$ cat src/sv/zbuffer_point_splat_defines.svh
// ----------------------------------------------------------------------------
// Assertion macros for the z-buffer point splatter
// Property checks clocked on clk and disabled while rst is high.
// ----------------------------------------------------------------------------
`ifndef ZBUFFER_POINT_SPLAT_DEFINES_SVH
`define ZBUFFER_POINT_SPLAT_DEFINES_SVH

`ifndef SYNTHESIS

// The consequent must hold in the same cycle as the antecedent.
`define ZBPS_ASSERT_SAME(label, ante, cons) \
  label: assert property (@(posedge clk) disable iff (rst) (ante) |-> (cons)) \
    else $error("zbps assertion failed");

// The consequent must hold in the cycle after the antecedent.
`define ZBPS_ASSERT_NEXT(label, ante, cons) \
  label: assert property (@(posedge clk) disable iff (rst) (ante) |=> (cons)) \
    else $error("zbps assertion failed");

`else

`define ZBPS_ASSERT_SAME(label, ante, cons)
`define ZBPS_ASSERT_NEXT(label, ante, cons)

`endif

`endif

$ cat src/sv/zbps_pkg.sv
// ----------------------------------------------------------------------------
// zbps_pkg
// Shared types and constants of the z-buffer point splatter.
// ----------------------------------------------------------------------------
`timescale 1ns / 1ps
`default_nettype none

package zbps_pkg;

  localparam int COORD_W    = 32;
  localparam int COLOR_W    = 16;
  localparam int CHAN_W     = 8;
  localparam int PIX_W      = 9;
  localparam int DIM_W      = 10;
  localparam int CFG_IDX_W  = 3;
  localparam int CFG_DATA_W = 32;
  localparam int NUM_CHAN   = 3;

  typedef logic signed [COORD_W-1:0]    coord_t;
  typedef logic        [COLOR_W-1:0]    color_t;
  typedef logic        [CHAN_W-1:0]     chan_t;
  typedef logic        [PIX_W-1:0]      pix_t;
  typedef logic        [DIM_W-1:0]      dim_t;
  typedef logic        [CFG_IDX_W-1:0]  cfg_idx_t;
  typedef logic        [CFG_DATA_W-1:0] cfg_data_t;

  // Configuration register indexes.
  localparam cfg_idx_t REG_ORIGIN_X     = 3'd0;
  localparam cfg_idx_t REG_ORIGIN_Y     = 3'd1;
  localparam cfg_idx_t REG_SCALE_FACTOR = 3'd2;
  localparam cfg_idx_t REG_IMAGE_WIDTH  = 3'd3;
  localparam cfg_idx_t REG_IMAGE_HEIGHT = 3'd4;
  localparam cfg_idx_t REG_COLOR_MAX    = 3'd5;

  localparam coord_t    DEPTH_RESET        = 32'sh8000_0000;
  localparam chan_t     CHAN_FULL          = 8'd255;
  localparam cfg_data_t SCALE_FACTOR_RESET = 32'd65536;
  localparam dim_t      IMAGE_DIM_RESET    = 10'd512;
  localparam color_t    COLOR_MAX_RESET    = 16'hFFFF;

  // Scaled products carry 24 fraction bits (Q23.8 times Q16.16).
  localparam int PROD_FRAC = 24;

endpackage

`default_nettype wire

$ cat src/sv/zbps_color_div.sv
// ----------------------------------------------------------------------------
// zbps_color_div
// Normalizes three color channels to 255*c/color_max in parallel lanes,
// one quotient bit per cycle per lane, saturating at 255.
// ----------------------------------------------------------------------------
`timescale 1ns / 1ps
`default_nettype none

module zbps_color_div (
  input  wire logic                                      clk,
  input  wire logic                                      rst,
  input  wire logic                                      start,
  input  wire zbps_pkg::color_t [zbps_pkg::NUM_CHAN-1:0] color_in,
  input  wire zbps_pkg::color_t                          color_max,
  output logic                                           done,
  output zbps_pkg::chan_t  [zbps_pkg::NUM_CHAN-1:0]      chan_out
);

  localparam int NW = zbps_pkg::COLOR_W + zbps_pkg::CHAN_W;
  localparam int CW = $clog2(zbps_pkg::CHAN_W);

  zbps_pkg::color_t                          m_eff;
  logic                                      busy;
  logic [CW-1:0]                             cnt;
  logic [NW-1:0]                             dsh;
  logic [NW-1:0]                             rem  [zbps_pkg::NUM_CHAN];
  zbps_pkg::chan_t                           quo  [zbps_pkg::NUM_CHAN];
  logic [zbps_pkg::NUM_CHAN-1:0]             sat;

  // A zero maximum behaves as one.
  assign m_eff = (color_max == '0) ? zbps_pkg::color_t'(1) : color_max;

  // A channel at or above the maximum always gives full scale, so the
  // divider only ever sees quotients below 255 and needs eight steps.
  always_comb begin
    for (int i = 0; i < zbps_pkg::NUM_CHAN; i++) begin
      chan_out[i] = sat[i] ? zbps_pkg::CHAN_FULL : quo[i];
    end
  end

  always_ff @(posedge clk) begin
    if (rst) begin
      busy <= 1'b0;
      done <= 1'b0;
    end else begin
      done <= 1'b0;
      if (start) begin
        busy <= 1'b1;
        cnt  <= CW'(zbps_pkg::CHAN_W - 1);
        dsh  <= NW'(m_eff) << (zbps_pkg::CHAN_W - 1);
        for (int i = 0; i < zbps_pkg::NUM_CHAN; i++) begin
          rem[i] <= (NW'(color_in[i]) << zbps_pkg::CHAN_W) - NW'(color_in[i]);
          sat[i] <= (color_in[i] >= m_eff);
        end
      end else if (busy) begin
        for (int i = 0; i < zbps_pkg::NUM_CHAN; i++) begin
          if (rem[i] >= dsh) begin
            rem[i] <= rem[i] - dsh;
            quo[i] <= {quo[i][zbps_pkg::CHAN_W-2:0], 1'b1};
          end else begin
            quo[i] <= {quo[i][zbps_pkg::CHAN_W-2:0], 1'b0};
          end
        end
        dsh <= dsh >> 1;
        if (cnt == '0) begin
          busy <= 1'b0;
          done <= 1'b1;
        end else begin
          cnt <= cnt - 1'b1;
        end
      end
    end
  end

endmodule

`default_nettype wire

$ cat config.mk
export PLATFORM = sky130hd
export DESIGN_NAME = zbps_color_div
export DESIGN_NICKNAME = d
export VERILOG_FILES = /design/src/sv/zbuffer_point_splat_defines.svh /design/src/sv/zbps_pkg.sv /design/src/sv/zbps_color_div.sv
export SDC_FILE = /design/constraint.sdc
export NUM_CORES = 1
export LEC_CHECK = 0
export ABC_AREA = 1
export BUFFER_PORTS_ARGS = -buffer_cell sky130_fd_sc_hd__clkbuf_2
export CAP_MARGIN = 20
export CORE_MARGIN = 2
export CORE_UTILIZATION = 25
export CTS_BUF_LIST = sky130_fd_sc_hd__clkbuf_4 sky130_fd_sc_hd__clkbuf_8 sky130_fd_sc_hd__clkbuf_16
export DETAILED_ROUTE_END_ITERATION = 6
export HOLD_SLACK_MARGIN = 0.02
export SETUP_SLACK_MARGIN = 0.2
export SLEW_MARGIN = 20
export SYNTH_ARGS = -nofsm -noshare
export SYNTH_HDL_FRONTEND = slang
export SYNTH_SLANG_ARGS = --single-unit
$ cat constraint.sdc
create_clock -name clk -period 3.79 [get_ports clk]
set_clock_uncertainty 0.05 [all_clocks]
set_input_delay 0.1895 -clock clk [delete_from_list [all_inputs] [get_ports clk]]
set_output_delay 0.1895 -clock clk [all_outputs]
set_load 0.01 [all_outputs]
==> flow_metrics.env <==
export IMPL_cp_top_family="buffers and inverters"
export IMPL_end_kind="register"
export IMPL_drtPass1Iterations=7
export IMPL_synth_nets=2461
export IMPL_worstPathRequired_ps=4040
export IMPL_coreArea_um2=58690
export IMPL_drive_gt1_share_pct=8.394
export IMPL_max_slew_margin_pct=53.90
export IMPL_power_internal_uw=3552
export IMPL_cts_tree="done"
export IMPL_worst_skew_pair_late_latency_ps=430
export IMPL_grt_overflow_total=0
export IMPL_fmaxAchievable_mhz=330.4
export IMPL_post_drt_via_cell_ratio=4.704
export IMPL_timing_setup_tns_ps=0
export IMPL_die_x_um=247.1
export IMPL_finalSetupViolCount=0
export IMPL_dieArea_um2=61040
export IMPL_path_clk_slew_ps=60
export IMPL_grt_antenna_before_repair=1
export IMPL_io_buffers=91
export IMPL_finish_utilization_pct=28.16
export IMPL_tightestPinTransition_ps=688.9
export IMPL_first_global_vias=13780
export IMPL_reg2reg_depth=13
export IMPL_combPwrFrac_pct=42.2
export IMPL_fin_nets=2550
export IMPL_drcViolationCount=2
export IMPL_slew_viol_final=0
export IMPL_stdcell_area_um2=16530
export IMPL_synth_ff_type="edfxtp_1"
export IMPL_post_cts_resized=0
export IMPL_yosysWarnings=0
export IMPL_sequentialPowerShare_pct=29.5
export IMPL_hpwlAfterDp_um=41540
export IMPL_drtIter0Drc=1396
export IMPL_syn_avg_cell_area_um2=6.579
export IMPL_hold_end="dsh[20]$_DFFE_PP_"
export IMPL_powerDensity_nw_per_um2=365.0
export IMPL_synthTopCellsByArea="edfxtp_1 (25%), nand2_1 (19%), ha_1 (12%)"
export IMPL_min_delay_path_depth=3
export IMPL_htreeDepth=4
export IMPL_yosysSeqAreaShare_pct=25.62
export IMPL_maxCapViolations=0
export IMPL_vias=14680
export IMPL_hp_class="in -> reg"
export IMPL_crit_top_cell="nand2_1"
export IMPL_netlist_area_leader_share_pct=25.21
export IMPL_netlist_area_um2=14770
export IMPL_post_cts_buffers=0
export IMPL_sw_frac_of_total_pct=41.12
export IMPL_p_switching_uw=2481
export IMPL_fp_dieH_um=247.1
export IMPL_r2r_setup_slack_ps=760
export IMPL_ctsHoldBuffers=0
export IMPL_most_common_layout_cells="nand2_1 (766), inv_1 (323), nor2_1 (229), ha_1 (146), edfxtp_1 (124)"
export IMPL_rr_startpoint="dsh[19]$_DFFE_PP_"
export IMPL_async_flop_share_pct=0
export IMPL_cts_buffer_depth=2
export IMPL_place_gp_congestion=0.9771
export IMPL_path_buf_inv=4
export IMPL_finalCriticalPeriod_ps=3027
export IMPL_critPathKind="reg -> reg"
export IMPL_violations="DRC"
export IMPL_finalHoldViolCount=0
export IMPL_arrival_ps=3270
export IMPL_crit_fanout=47
export IMPL_cp_slowest_cell="buf_4"
export IMPL_syn_inst=2245
export IMPL_ios=92
export IMPL_syn_to_final_growth_pct=11.91
export IMPL_min_delay_start="color_max[13]"
export IMPL_clock_sinks=127
export IMPL_clkPwrFrac_pct=28.4
export IMPL_n_antenna_cell=0
export IMPL_status="complete, but fails checks"
export IMPL_max_vdd_ir_drop_mv=0.3145
export IMPL_rsz0062_at_grt="false"
export IMPL_wirelength_um=49630
export IMPL_final_common_cell="nand2_1"
export IMPL_grt_max_degree=48
export IMPL_slowest_delay_ps=430
export IMPL_start_util_pct=25.17
export IMPL_path_cells="inv_1, ha_1, nand2_1, inv_1, nand2_1, nand2_1, a21oi_1, nand3_2, nand2_2, buf_4, buf_4, nand4_1, nand2_1"
export IMPL_power_leakage_uw=0.008272
export IMPL_netlist_top_cell_by_area="edfxtp_1"
export IMPL_wire_per_inst_um=15.91
export IMPL_synth_edf_count=124
export IMPL_crit_path_start_kind="register"
export IMPL_cts_root_buf="clkbuf_16"
export IMPL_ant_nets=0
export IMPL_ys_seq_elements=127
export IMPL_grt_pass1_wl_um=77910
export IMPL_period_share_pct=79.86
export IMPL_rows=89
export IMPL_track_usage_pct=16.44
export IMPL_ys_types=47
export IMPL_placed_area_um2=15930
export IMPL_cts_made_buffers=17
export IMPL_reg2reg_to="rem[0][7]$_DFFE_PP_"
area by class of cell:
type	count	area, µm²
fill	6564	42160
inverter	327	1227
sequential	127	3784
clock buffer	17	425.4
tap	773	967.2
timing repair buffer	106	593.1
multi-input combinational	1755	9360
clock inverter	15	171.4
cell families (layout without fill, tap and decap cells):
group | Yosys count | after routing | share of synthesized area (%)
simple gates | 1318 | 1318 | 38.24
buf+inv | 363 | 465 | 11.00
compound gates | 204 | 204 | 7.379
fa+ha+maj | 149 | 149 | 12.78
flops | 127 | 127 | 25.62
xor+xnor | 84 | 84 | 4.981
how the worst max path moves through the flow:
stage | startpoint | to | cells after the start
after floorplan | dsh[0]$_SDFFCE_PP0P_ | rem[0][0]$_DFFE_PP_ | 13
after global placement | dsh[19]$_DFFE_PP_ | rem[0][20]$_DFFE_PP_ | 10
after detailed placement | dsh[6]$_SDFFCE_PP0P_ | rem[0][65]$_DFFE_PP_ | 13
after CTS | dsh[6]$_SDFFCE_PP0P_ | rem[0][10]$_DFFE_PP_ | 13
after global routing | dsh[7]$_DFFE_PP_ | rem[0][67]$_DFFE_PP_ | 13
final | dsh[19]$_DFFE_PP_ | rem[0][7]$_DFFE_PP_ | 13
metrics by stage:
stage	cells	hold slack [ps]	setup WS, ps	power (µW)
3_3_place_gp	3088	371.7	851.1	4311
3_5_place_dp	3088	373.6	803.1	4295
5_1_grt	3120	36.95	477.2	6442
6_report	3120	62.61	763.2	6033
4_1_cts	3120	30.49	785.6	6020
2_1_floorplan	2245	312.1	932.9	3578
power groups by stage:
stage / Sequential, µW / Combinational, µW / Clock, µW
finish: 1780 / 2540 / 1710
global route: 1790 / 2860 / 1800
CTS: 1780 / 2500 / 1740
detailed placement: 1810 / 2490 / 0
global placement: 1810 / 2510 / 0
floorplan: 1790 / 1790 / 0
layer usage:
| layer | routed length, µm | track usage, % | part of all wire, % |
|---|---|---|---|
| met4 | 924 | 4.359 | 1.9 |
| met3 | 4021 | 2.203 | 8.1 |
| met2 | 20750 | 24.78 | 42 |
| met1 | 23930 | 24.31 | 48 |
| met5 | 13 | 0 | 0.026 |
state kept, by name, summed over array words and instances (netlist names):
register	count
dsh	23
quo	24
done	1
sat	3
busy	1
cnt	3
rem	72
Yosys cell counts (all sizes together), types with 6 or more instances:
cell type	instances
o21ai	61
a21oi	120
xnor2	31
edfxtp	124
nor2	236
nand3	122
o21bai	10
nor3	16
ha	146
or2	21
buf	33
nand4	124
xor2	53
inv	326
nand2	788
and2	6
worst min-delay path: stages:
cell,delay (ps)
clkbuf_2,110
nand2_1,60
o21ai_0,70
Note: power is estimated with default switching activity, not from simulation.
